--- src/design/pba_pkg.sv ---
// ----------------------------------------------------------------------------
// pba_pkg: shared constants for the identifier bitmap allocator
// Operation and status codes, bitmap word geometry and register defaults.
// ----------------------------------------------------------------------------
package pba_pkg;

  localparam int PBA_NUM_IDS   = 4096;
  localparam int PBA_WORD_BITS = 64;
  localparam int PBA_BIT_W     = 6;
  localparam int PBA_ID_OUT_W  = 12;
  localparam int PBA_FREE_ID_W = 13;
  localparam int PBA_FLOOR_W   = 12;

  localparam logic [PBA_FLOOR_W-1:0] PBA_FLOOR_RST = 12'd2;
  localparam logic [PBA_WORD_BITS-1:0] PBA_WORD0_RST = 64'h3;

  localparam logic FUNC_ALLOC = 1'b0;
  localparam logic FUNC_FREE  = 1'b1;

  localparam logic [1:0] STAT_ALLOCATED = 2'd0;
  localparam logic [1:0] STAT_NONE_FREE = 2'd1;
  localparam logic [1:0] STAT_FREED     = 2'd2;
  localparam logic [1:0] STAT_IGNORED   = 2'd3;

endpackage

--- src/design/pba_ram.sv ---
// ----------------------------------------------------------------------------
// pba_ram: generic single-write, single-read RAM
// One write port and one read port, read data registered.
// ----------------------------------------------------------------------------
module pba_ram #(
  parameter int WIDTH = 64,
  parameter int DEPTH = 64
) (
  input  logic                     clk,
  input  logic                     wr_en,
  input  logic [$clog2(DEPTH)-1:0] wr_addr,
  input  logic [WIDTH-1:0]         wr_data,
  input  logic                     rd_en,
  input  logic [$clog2(DEPTH)-1:0] rd_addr,
  output logic [WIDTH-1:0]         rd_data
);

  logic [WIDTH-1:0] mem [DEPTH];
  logic [WIDTH-1:0] rd_data_r;

  always_ff @(posedge clk) begin
    if (wr_en) begin
      mem[wr_addr] <= wr_data;
    end
    if (rd_en) begin
      rd_data_r <= mem[rd_addr];
    end
  end

  assign rd_data = rd_data_r;

endmodule

--- src/design/pid_bitmap_allocator.sv ---
// ----------------------------------------------------------------------------
// pid_bitmap_allocator: next-fit identifier allocator over a bitmap
// Hands out and releases identifiers kept as one bit each in a word RAM.
// ----------------------------------------------------------------------------
// Usage:
//   in_*  : one request per beat. in_tuser[0] is the operation (0 allocate,
//           1 free), in_tdata carries the identifier to release.
//   out_* : one answer per request: out_tdata holds the allocated identifier,
//           out_tuser the status (allocated, none free, freed, ignored).
//   cfg_* : writes the reserved floor; write only while the block is idle.
// Sequence: a free does a RAM read, a write-back and an answer load, in that
//   order. An allocate reads and examines one 64-bit bitmap word at a time
//   (S_SCAN_RD, then S_SCAN_EV), moving on until a word holds a clear bit
//   or, on exhaustion, the scan is back at its start word, and then loads
//   the answer. An ignored free goes straight to the answer load. The scan
//   is bound by the single RAM port pair: each word is read, then examined.
//   One request is in work at a time; the next is taken as soon as the
//   previous answer sits in the output register.
// Reset: a clearing pass writes every bitmap word (identifiers 0 and 1 set,
//   the rest clear), with in_tready low meanwhile.
// Stall: a held answer stays in the output register; one more request is
//   accepted and worked, then the block waits for out_tready.
// ----------------------------------------------------------------------------
module pid_bitmap_allocator
  import pba_pkg::*;
#(
  parameter int NUM_IDS = PBA_NUM_IDS
) (
  input  logic        clk,
  input  logic        rst_n,
  input  logic        in_tvalid,
  output logic        in_tready,
  input  logic [15:0] in_tdata,   // [12:0] free_id
  input  logic [0:0]  in_tuser,   // [0] func
  output logic        out_tvalid,
  input  logic        out_tready,
  output logic [15:0] out_tdata,  // [11:0] given_id
  output logic [1:0]  out_tuser,  // [1:0] status
  input  logic        cfg_valid,
  output logic        cfg_ready,
  input  logic [11:0] cfg_data
);

  localparam int NUM_WORDS = (NUM_IDS + PBA_WORD_BITS - 1) / PBA_WORD_BITS;
  localparam int ID_W      = $clog2(NUM_IDS);
  localparam int WA_W      = ID_W - PBA_BIT_W;
  localparam int CW        = (ID_W + 1 > PBA_FREE_ID_W) ? ID_W + 1 : PBA_FREE_ID_W;
  localparam logic [CW-1:0]   NUM_IDS_C  = CW'(NUM_IDS);
  localparam logic [WA_W-1:0] LAST_WORD  = WA_W'(NUM_WORDS - 1);

  typedef enum logic [6:0] {
    S_CLR     = 7'b0000001,
    S_IDLE    = 7'b0000010,
    S_FREE_RD = 7'b0000100,
    S_FREE_WR = 7'b0001000,
    S_SCAN_RD = 7'b0010000,
    S_SCAN_EV = 7'b0100000,
    S_RESP    = 7'b1000000
  } state_t;

  state_t                    state_r, state_nxt;
  logic [WA_W-1:0]           clr_addr_r, clr_addr_nxt;
  logic [PBA_FLOOR_W-1:0]    floor_r;
  logic [ID_W-1:0]           last_r, last_nxt;
  logic [ID_W-1:0]           cur_r, cur_nxt;
  logic [WA_W-1:0]           start_word_r, start_word_nxt;
  logic                      wrapped_r, wrapped_nxt;
  logic [PBA_ID_OUT_W-1:0]   res_id_r, res_id_nxt;
  logic [1:0]                res_stat_r, res_stat_nxt;
  logic                      out_valid_r, out_valid_nxt;
  logic [PBA_ID_OUT_W-1:0]   out_id_r, out_id_nxt;
  logic [1:0]                out_stat_r, out_stat_nxt;

  logic                      wr_en, rd_en;
  logic [WA_W-1:0]           wr_addr;
  logic [PBA_WORD_BITS-1:0]  wr_data, rd_data;

  logic [WA_W-1:0]           cur_word;
  logic [PBA_BIT_W-1:0]      cur_bit;
  logic [CW-1:0]             floor_c, fid_c, start_c, next_base_c, found_c;
  logic [PBA_WORD_BITS-1:0]  cand;
  logic [PBA_BIT_W-1:0]      sel_idx;
  logic                      sel_hit;
  logic                      in_fire;

  assign cur_word  = cur_r[ID_W-1:PBA_BIT_W];
  assign cur_bit   = cur_r[PBA_BIT_W-1:0];
  assign floor_c   = CW'(floor_r);
  assign fid_c     = CW'(in_tdata[PBA_FREE_ID_W-1:0]);
  assign start_c   = CW'(last_r) + CW'(1);
  assign in_fire   = in_tvalid && in_tready;
  assign in_tready = (state_r == S_IDLE);
  assign cfg_ready = 1'b1;

  // Candidate bits: clear, at or above the cursor, and below the top.
  always_comb begin
    for (int b = 0; b < PBA_WORD_BITS; b++) begin
      cand[b] = !rd_data[b] && (PBA_BIT_W'(b) >= cur_bit) &&
                (CW'({cur_word, PBA_BIT_W'(b)}) < NUM_IDS_C);
    end
  end

  always_comb begin
    sel_idx = '0;
    for (int b = PBA_WORD_BITS - 1; b >= 0; b--) begin
      if (cand[b]) begin
        sel_idx = PBA_BIT_W'(b);
      end
    end
    sel_hit = |cand;
  end

  assign found_c     = CW'({cur_word, sel_idx});
  assign next_base_c = CW'({cur_word, PBA_BIT_W'(0)}) + CW'(PBA_WORD_BITS);

  always_comb begin
    state_nxt      = state_r;
    clr_addr_nxt   = clr_addr_r;
    last_nxt       = last_r;
    cur_nxt        = cur_r;
    start_word_nxt = start_word_r;
    wrapped_nxt    = wrapped_r;
    res_id_nxt     = res_id_r;
    res_stat_nxt   = res_stat_r;
    out_valid_nxt  = out_valid_r;
    out_id_nxt     = out_id_r;
    out_stat_nxt   = out_stat_r;
    wr_en          = 1'b0;
    wr_addr        = cur_word;
    wr_data        = rd_data;
    rd_en          = 1'b0;

    if (out_valid_r && out_tready) begin
      out_valid_nxt = 1'b0;
    end

    unique case (state_r)
      S_CLR: begin
        wr_en   = 1'b1;
        wr_addr = clr_addr_r;
        wr_data = (clr_addr_r == '0) ? PBA_WORD0_RST : '0;
        clr_addr_nxt = clr_addr_r + WA_W'(1);
        if (clr_addr_r == LAST_WORD) begin
          state_nxt = S_IDLE;
        end
      end
      S_IDLE: begin
        res_id_nxt = '0;
        if (in_fire) begin
          if (in_tuser[0] == FUNC_FREE) begin
            if (fid_c >= floor_c && fid_c < NUM_IDS_C) begin
              cur_nxt   = fid_c[ID_W-1:0];
              state_nxt = S_FREE_RD;
            end else begin
              res_stat_nxt = STAT_IGNORED;
              state_nxt    = S_RESP;
            end
          end else if (floor_c >= NUM_IDS_C) begin
            res_stat_nxt = STAT_NONE_FREE;
            state_nxt    = S_RESP;
          end else begin
            // Next-fit: resume one past the last grant, clamp into range.
            if (start_c >= NUM_IDS_C || start_c < floor_c) begin
              cur_nxt = floor_c[ID_W-1:0];
            end else begin
              cur_nxt = start_c[ID_W-1:0];
            end
            start_word_nxt = cur_nxt[ID_W-1:PBA_BIT_W];
            wrapped_nxt    = 1'b0;
            state_nxt      = S_SCAN_RD;
          end
        end
      end
      S_FREE_RD: begin
        rd_en     = 1'b1;
        state_nxt = S_FREE_WR;
      end
      S_FREE_WR: begin
        wr_en        = 1'b1;
        wr_data      = rd_data & ~(PBA_WORD_BITS'(1) << cur_bit);
        res_stat_nxt = STAT_FREED;
        state_nxt    = S_RESP;
      end
      S_SCAN_RD: begin
        rd_en     = 1'b1;
        state_nxt = S_SCAN_EV;
      end
      S_SCAN_EV: begin
        if (sel_hit) begin
          wr_en        = 1'b1;
          wr_data      = rd_data | (PBA_WORD_BITS'(1) << sel_idx);
          last_nxt     = found_c[ID_W-1:0];
          res_id_nxt   = found_c[PBA_ID_OUT_W-1:0];
          res_stat_nxt = STAT_ALLOCATED;
          state_nxt    = S_RESP;
        end else if (wrapped_r && cur_word == start_word_r) begin
          // Every identifier from the start around to it has been visited.
          res_stat_nxt = STAT_NONE_FREE;
          state_nxt    = S_RESP;
        end else if (next_base_c >= NUM_IDS_C) begin
          cur_nxt     = floor_c[ID_W-1:0];
          wrapped_nxt = 1'b1;
          state_nxt   = S_SCAN_RD;
        end else begin
          cur_nxt   = next_base_c[ID_W-1:0];
          state_nxt = S_SCAN_RD;
        end
      end
      S_RESP: begin
        // Hold here while an older answer still waits at the output.
        if (!out_valid_r || out_tready) begin
          out_valid_nxt = 1'b1;
          out_id_nxt    = res_id_r;
          out_stat_nxt  = res_stat_r;
          state_nxt     = S_IDLE;
        end
      end
      default: begin
        state_nxt = S_IDLE;
      end
    endcase
  end

  always_ff @(posedge clk) begin
    if (!rst_n) begin
      state_r     <= S_CLR;
      clr_addr_r  <= '0;
      floor_r     <= PBA_FLOOR_RST;
      last_r      <= '0;
      wrapped_r   <= 1'b0;
      out_valid_r <= 1'b0;
    end else begin
      state_r     <= state_nxt;
      clr_addr_r  <= clr_addr_nxt;
      last_r      <= last_nxt;
      wrapped_r   <= wrapped_nxt;
      out_valid_r <= out_valid_nxt;
      if (cfg_valid && cfg_ready) begin
        floor_r <= cfg_data;
      end
    end
  end

  always_ff @(posedge clk) begin
    cur_r        <= cur_nxt;
    start_word_r <= start_word_nxt;
    res_id_r     <= res_id_nxt;
    res_stat_r   <= res_stat_nxt;
    out_id_r     <= out_id_nxt;
    out_stat_r   <= out_stat_nxt;
  end

  pba_ram #(
    .WIDTH (PBA_WORD_BITS),
    .DEPTH (NUM_WORDS)
  ) u_bitmap (
    .clk     (clk),
    .wr_en   (wr_en),
    .wr_addr (wr_addr),
    .wr_data (wr_data),
    .rd_en   (rd_en),
    .rd_addr (cur_word),
    .rd_data (rd_data)
  );

  assign out_tvalid = out_valid_r;
  assign out_tdata  = {4'b0, out_id_r};
  assign out_tuser  = out_stat_r;

endmodule
--- config.mk ---
export PLATFORM = sky130hd
export DESIGN_NAME = pid_bitmap_allocator
export DESIGN_NICKNAME = d
export VERILOG_FILES = /design/src/design/pba_pkg.sv /design/src/design/pba_ram.sv /design/src/design/pid_bitmap_allocator.sv
export SDC_FILE = /design/constraint.sdc
export NUM_CORES = 2
export LEC_CHECK = 0
export BUFFER_PORTS_ARGS = -buffer_cell sky130_fd_sc_hd__buf_2
export CORE_MARGIN = 1
export CORE_UTILIZATION = 60
export CTS_CLUSTER_SIZE = 40
export DETAILED_ROUTE_END_ITERATION = 10
export GPL_TIMING_DRIVEN = 0
export PLACE_DENSITY_LB_ADDON = 0.08
export RECOVER_POWER = 50
export SETUP_SLACK_MARGIN = 0.15
export SLEW_MARGIN = 25
export SYNTH_ARGS = -nofsm -noshare
export SYNTH_HDL_FRONTEND = slang
export SYNTH_HIERARCHICAL = 1
export SYNTH_SLANG_ARGS = --single-unit
--- constraint.sdc ---
create_clock -name clk -period 15 [get_ports clk]
set_clock_uncertainty 0.05 [all_clocks]
set_input_delay 1.5 -clock clk [delete_from_list [all_inputs] [get_ports clk]]
set_output_delay 1.5 -clock clk [all_outputs]
set_load 0.005 [all_outputs]
* After elaboration in Yosys (flattened, before gate mapping)
Memory sizes are Yosys's and may differ from the RTL's. A register that Yosys moved wholly into a read port is not among the register bits. Cells that the tools add are included.
Word-level totals: bits in registers 85, memories 1, word-level logic and storage cells 375, RAM bits 4096, output and inout port bits 21
Cells by class: shift operators 2, equality and inequality tests 23, multiplexer cells 110, order comparisons 70, bitwise operators 5, add/subtract/negate cells 3, reduce and logical (&&, ||, !) cells 149
Memories:
- u_bitmap.mem | words 64, bits a word 64, rd ports 1, clocked after Yosys merged registers in 1, write ports 1, line pba_ram.sv:18 | logic [WIDTH-1:0] mem [DEPTH];
Operators with widths (count):
- 6-bit two-way mux | 65
- 6-bit greater-or-equal comparator, first input constant | 32
- 64-bit one-hot mux with 3 select lines | 1
- 1-bit by 6-bit << shifter with 64-bit output, first input constant | 2
- 12-bit two-way mux | 9
- 5-bit by 6-bit greater-or-equal comparator with 1-bit output, first input constant | 16
- 1-bit logical AND | 68
- 1-bit zero test | 65
- 64-bit AND | 1
- 64-bit two-way mux | 1
- 64-bit inverter | 1
- 64-bit OR | 1
- 64-bit OR reduction | 1
- 7-bit two-way mux | 8
- 7-bit one-hot mux with 7 select lines | 1
- 4-bit by 6-bit greater-or-equal comparator with 1-bit output, first input constant | 8
- 12-bit one-hot mux with 2 select lines | 2
- 13-bit greater-or-equal comparator, second input constant | 2
- 3-bit by 6-bit greater-or-equal comparator with 1-bit output, first input constant | 4
- 2-bit != test, second input constant | 8
- 2-bit two-way mux | 7
- 12-bit by 1-bit adder with 13-bit output, second input constant | 1
- 12-bit by 7-bit adder with 13-bit output, second input constant | 1
- 12-bit by 13-bit greater-or-equal comparator with 1-bit output, second input constant | 1
- other kinds (34) | 56

* Longest topological paths before layout
depth after elaboration 70, gate-level depth with buffers 15

* Modules after synthesis
Netlist, hierarchy kept.
Modules (own cells, without submodules):
- pba_ram | instances 1, area each 156971.8 um2, cells an instance 6598
- pid_bitmap_allocator | instances 1, area each 8349.3 um2, cells an instance 1047

* Worst setup path before layout
No wires, ideal clock.
path kind register to register, start point register cur_r[1], end point memory u_bitmap.mem[49][0], enable pin, cell stages (with the launch flop) 13, period minus slack after synthesis 7613 ps, data required time 14386 ps, arrival time 6999 ps, library setup time 564 ps, buffers on the path 3, path slack 7387 ps, path through edfxtp_1 > buf_6 > or4_1 > buf_2 > a211o_1 > and3_4 > nand4_1 > nor4_4 > or2b_1 > buf_6 > nand3_1 > nand4_1 > nor3_1
Between the ends: longest elaborated chain between the ends 7, elaborated cells between the ends (all ways) 133, classes of those cells order compare: 64; mux: 4; reduce/logical: 65
Ends and longest elaborated chain:
- from (decl) | line pid_bitmap_allocator.sv:65 | logic [ID_W-1:0] cur_r, cur_nxt;
- from (signal assigned) | line pid_bitmap_allocator.sv:245 | cur_r <= cur_nxt;
- 1-bit by 6-bit greater-or-equal comparator with 1-bit output, or another cell as far along | line pid_bitmap_allocator.sv:98 | cand[b] = !rd_data[b] && (PBA_BIT_W'(b) >= cur_bit) &&
- 1-bit logical AND | line pid_bitmap_allocator.sv:98
- 64-bit OR reduction (*) | line pid_bitmap_allocator.sv:110 | sel_hit = |cand;
- 1-bit two-way mux (*) | line pid_bitmap_allocator.sv:189 | if (sel_hit) begin
- 1-bit one-hot mux with 2 select lines (*) | line pid_bitmap_allocator.sv:137 | unique case (state_r)
- net wr_en | line pid_bitmap_allocator.sv:74 | logic wr_en, rd_en;
- 1-bit two-way mux (*) | line pba_ram.sv:22 | if (wr_en) begin
- 1-bit two-way mux (implied by the code) (*) | line pba_ram.sv:23 | mem[wr_addr] <= wr_data;
- to (decl) | line pba_ram.sv:18
Mark *: on every way through the listed nets, which the timed path passes. The rest lies on a longest branch.

* Worst setup path after layout
start point register cur_r[2], end point memory u_bitmap.mem[22][43], data pin
Between the ends: longest elaborated chain between the ends 70, elaborated cells between the ends (all ways) 200, classes of those cells order compare: 64; shift: 2; mux: 66; bitwise: 3; reduce/logical: 65
Ends and longest elaborated chain:
- 6-bit greater-or-equal comparator | line pid_bitmap_allocator.sv:98
- 1-bit logical AND | line pid_bitmap_allocator.sv:98
- 6-bit two-way mux (64 in series) | line pid_bitmap_allocator.sv:106 | if (cand[b]) begin
- 1-bit by 6-bit << shifter with 64-bit output | line pid_bitmap_allocator.sv:191 | wr_data = rd_data | (PBA_WORD_BITS'(1) << sel_idx);
- 64-bit OR | line pid_bitmap_allocator.sv:191
- 64-bit two-way mux | line pid_bitmap_allocator.sv:189
- 64-bit one-hot mux with 3 select lines (*) | line pid_bitmap_allocator.sv:137
- net wr_data[43] | line pid_bitmap_allocator.sv:76 | logic [PBA_WORD_BITS-1:0] wr_data, rd_data;
Marked as above.

==> impl_metrics.toml <==
[outcome]
outcome = "finished, violations left"
violations = "max-capacitance violations, max-slew violations"

[setup_path]
crit_chain = "clkbuf_1 -> nor2_1 -> o221ai_1 -> nor3b_1 -> o2111ai_2 -> o22ai_1 -> a21oi_1 -> clkbuf_1 -> nand3_1 -> o31ai_1 -> clkbuf_1 -> clkbuf_1 -> clkbuf_1"
crit_required_ns = 15.59
endpoint_kind = "flop"
crit_fanout = 24
crit_family = "buffers and inverters"
critPathMostFrequentCell = "clkbuf_1"
cp_slowest_cell = "o31ai_1"
start_kind = "flop"
slowest_delay_ns = 1.49
crit_type = "flop to flop"
path_buf_inv = 5
critPathArrivalTime_ns = 8.96

[yosys]
synth_edf_count = 4206
avgSynthCellArea_um2 = 21.6
synthMostInstantiatedCell = "edfxtp_1"
synthCells = 7645
syn_area_um2 = 165000
ys.flop_type = "edfxtp_1"
yosysWarnings = 6
synth_top_area_cell = "edfxtp_1"
yosysUniqueCellTypes = 98
yosysTopAreaCellShare_pct = 76.4
yosys-top-cells-area = "edfxtp_1 76%, mux4_2 14%, mux2i_1 0.90%"
ys_ff_latch = 4245
synth_seq_area_share_pct = 76.9
async_reset_ff_share_pct = 0
synth_common_cells = "4206 x edfxtp_1, 1024 x mux4_2, 198 x buf_2, 197 x nor2_1, 175 x clkbuf_1"

[final_layout]
regArea_um2 = 127000
final_layout_size_suffix_gt1_share_pct = 25.9
fin_util_pct = 69.8
multiInputGateArea_um2 = 36400
final_cells = 12600
final_nets = 8679
nFillCells = 16700
area_growth_pct = 15.5

[power_and_ir_drop]
leakage_uw = 0.0570
ir_worst_vdd_mv = 0.128
seq_power_share_pct = 55.2
pwr-share-clk_pct = 42.3
p_comb_share_pct = 2.6
switching_share_pct = 20.4
internal-power_uw = 19100
netSwitchingPower_uw = 4900
p_per_area_nw_per_um2 = 126

[timing]
setup_violations = 0
max_slew.worst_pin.slew_ns = 2.42
finalHoldViolations = 0
period_share_pct = 55.8
slew_headroom_pct = -62.8
rsz0062_at_grt = "false"
min_period_ns = 8.37
fmax_ghz = 0.119
maxSlewViolCount = 575
final.setup.tns_ns = 0

[global_route]
grt_max_degree = 26
grt_usage_pct = 36.6
grt_pass1_wl_um = 693000
overflow = 0
antenna_found_initial = 51
grt_pass1_vias = 87300

[floorplanning]
die_x_um = 527
die_h_um = 527
die_area_um2 = 278000
start_util_pct = 60.4
core_area_um2 = 274000
rows = 192
ioPinCount = 55

[cts]
clock-sinks = 4245
clk_pin_slew_ns = 0.06
numCtsBuffers = 416
cts_buffer_depth = 4
cts_setup_buffers = 0
cts_tree = "done"
cts_root_buf = "clkbuf_16"
ctsHoldBuffers = 0
htreeDepth = 5
insertion_delay_ns = 0.98
cts_resized = 0

[drt]
vias = 89600
finalWirelength_um = 505000
via_per_inst = 7.11
wl_per_cell_um = 40.1
drtIter0Drc = 14100
ant_nets = 0
drc = 0
first_pass_iters = 6

[placement]
port_buffers = 45
dp_cells = 11800
routabilityCongestion = 0.970
dp_hpwl_um = 362000

[hold_path]
holdCritPathClass = "flop to flop"

[job]
drv_cap = 50
-- stage by stage --
stage | setup WS, ns | cell area (um2) | power [uW] | hold slack [ns]
floorplan | 7.39 | 165000 | 13800 | 0.350
global placement | -0.375 | 170000 | 14100 | 0.362
detailed placement | 8.70 | 181000 | 14200 | 0.365
CTS | 8.64 | 194000 | 24200 | 0.377
global route | 6.36 | 191000 | 24600 | 0.389
finish | 6.63 | 191000 | 24000 | 0.376
-- registers in the layout, summed over array words and instances (netlist names) --
| name | count |
|---|---|
| u_bitmap/mem | 4096 |
| res_stat_r | 2 |
| out_tuser | 2 |
| last_r | 12 |
| out_id_r | 12 |
| res_id_r | 12 |
| state_r | 7 |
| wrapped_r | 1 |
| cur_r | 12 |
| out_tvalid | 1 |
| floor_r | 12 |
| start_word_r | 6 |
| u_bitmap/rd_data | 64 |
| clr_addr_r | 6 |
-- power by group through the flow --
stage	clock network [uW]	registers (uW)	logic, uW
floorplan	0	13500	260
finish	10200	13300	617
global route	10700	13300	630
CTS	10200	13300	661
detailed placement	0	13500	657
global placement	0	13600	471
-- layout by cell type, fill, tap and decap left out, types with 119 or more instances in the layout --
cell / netlist / final
mux4_2: 1024 / 1024
nor2_1: 197 / 149
mux2i_1: 148 / 148
clkbuf_16: 0 / 424
buf_2: 198 / 227
nand2_1: 156 / 155
clkinv_1: 0 / 119
a22oi_1: 170 / 170
buf_12: 0 / 131
clkbuf_1: 175 / 485
edfxtp_1: 4206 / 4206
-- layout make-up --
type / instances / share of cell area (%)
Timing Repair Buffer: 552 / 3.82
Multi-Input combinational cell: 2894 / 19.0
Buffer: 460 / 1.18
Inverter: 49 / 0.0963
Antenna cell: 54 / 0.0707
Clock buffer: 501 / 5.71
Sequential cell: 4245 / 66.5
Tap cell: 3589 / 2.35
Clock inverter: 260 / 1.19
-- worst reg2reg max path: stages (launching register included) --
cell and delay [ns]:
edfxtp_1 0.48, clkbuf_1 0.33, nor2_1 0.72, o221ai_1 0.37, nor3b_1 0.29, o2111ai_2 0.25
o22ai_1 0.14, a21oi_1 0.64, clkbuf_1 0.59, nand3_1 0.33, o31ai_1 1.49, clkbuf_1 0.73
clkbuf_1 0.87, clkbuf_1 0.78
-- cell families (layout without fill, tap and decap cells) --
logic type,count (synthesis),count (layout),synth area share (%)
AOI/OAI and AO/OA,899,899,4.04
xor gates and xnor gates,22,22,0.117
adders and majority gates,29,29,0.216
buffers and inverters,509,1822,1.49
DFF,4245,4245,76.9
muxes,1176,1176,14.9
other,2,59,0.00454
and+or+nand+nor,763,763,2.39
-- routing by layer --
layer / share of wire [%] / vias up / track usage (%) / wire [um]
met1: 37 / 47300 / 52.2 / 186000
li1: - / 34700 / - / -
met4: 5.4 / 40 / 15.9 / 27100
met3: 13 / 1220 / 10.0 / 66000
met2: 45 / 6329 / 53.9 / 225000
met5: 0.070 / - / 0 / 352
-- worst paths after layout --
check,start,end,slack [ns],depth (start not counted)
worst max-delay path,cur_r[2],u_bitmap/mem[22][43],6.63,13
worst min-delay path,res_id_r[1],out_id_r[1],0.38,0
worst max register to register,cur_r[2],u_bitmap/mem[22][43],6.63,13
worst min register to register,res_id_r[1],out_id_r[1],0.38,0
No activity file was read; power rests on OpenSTA's default activity.
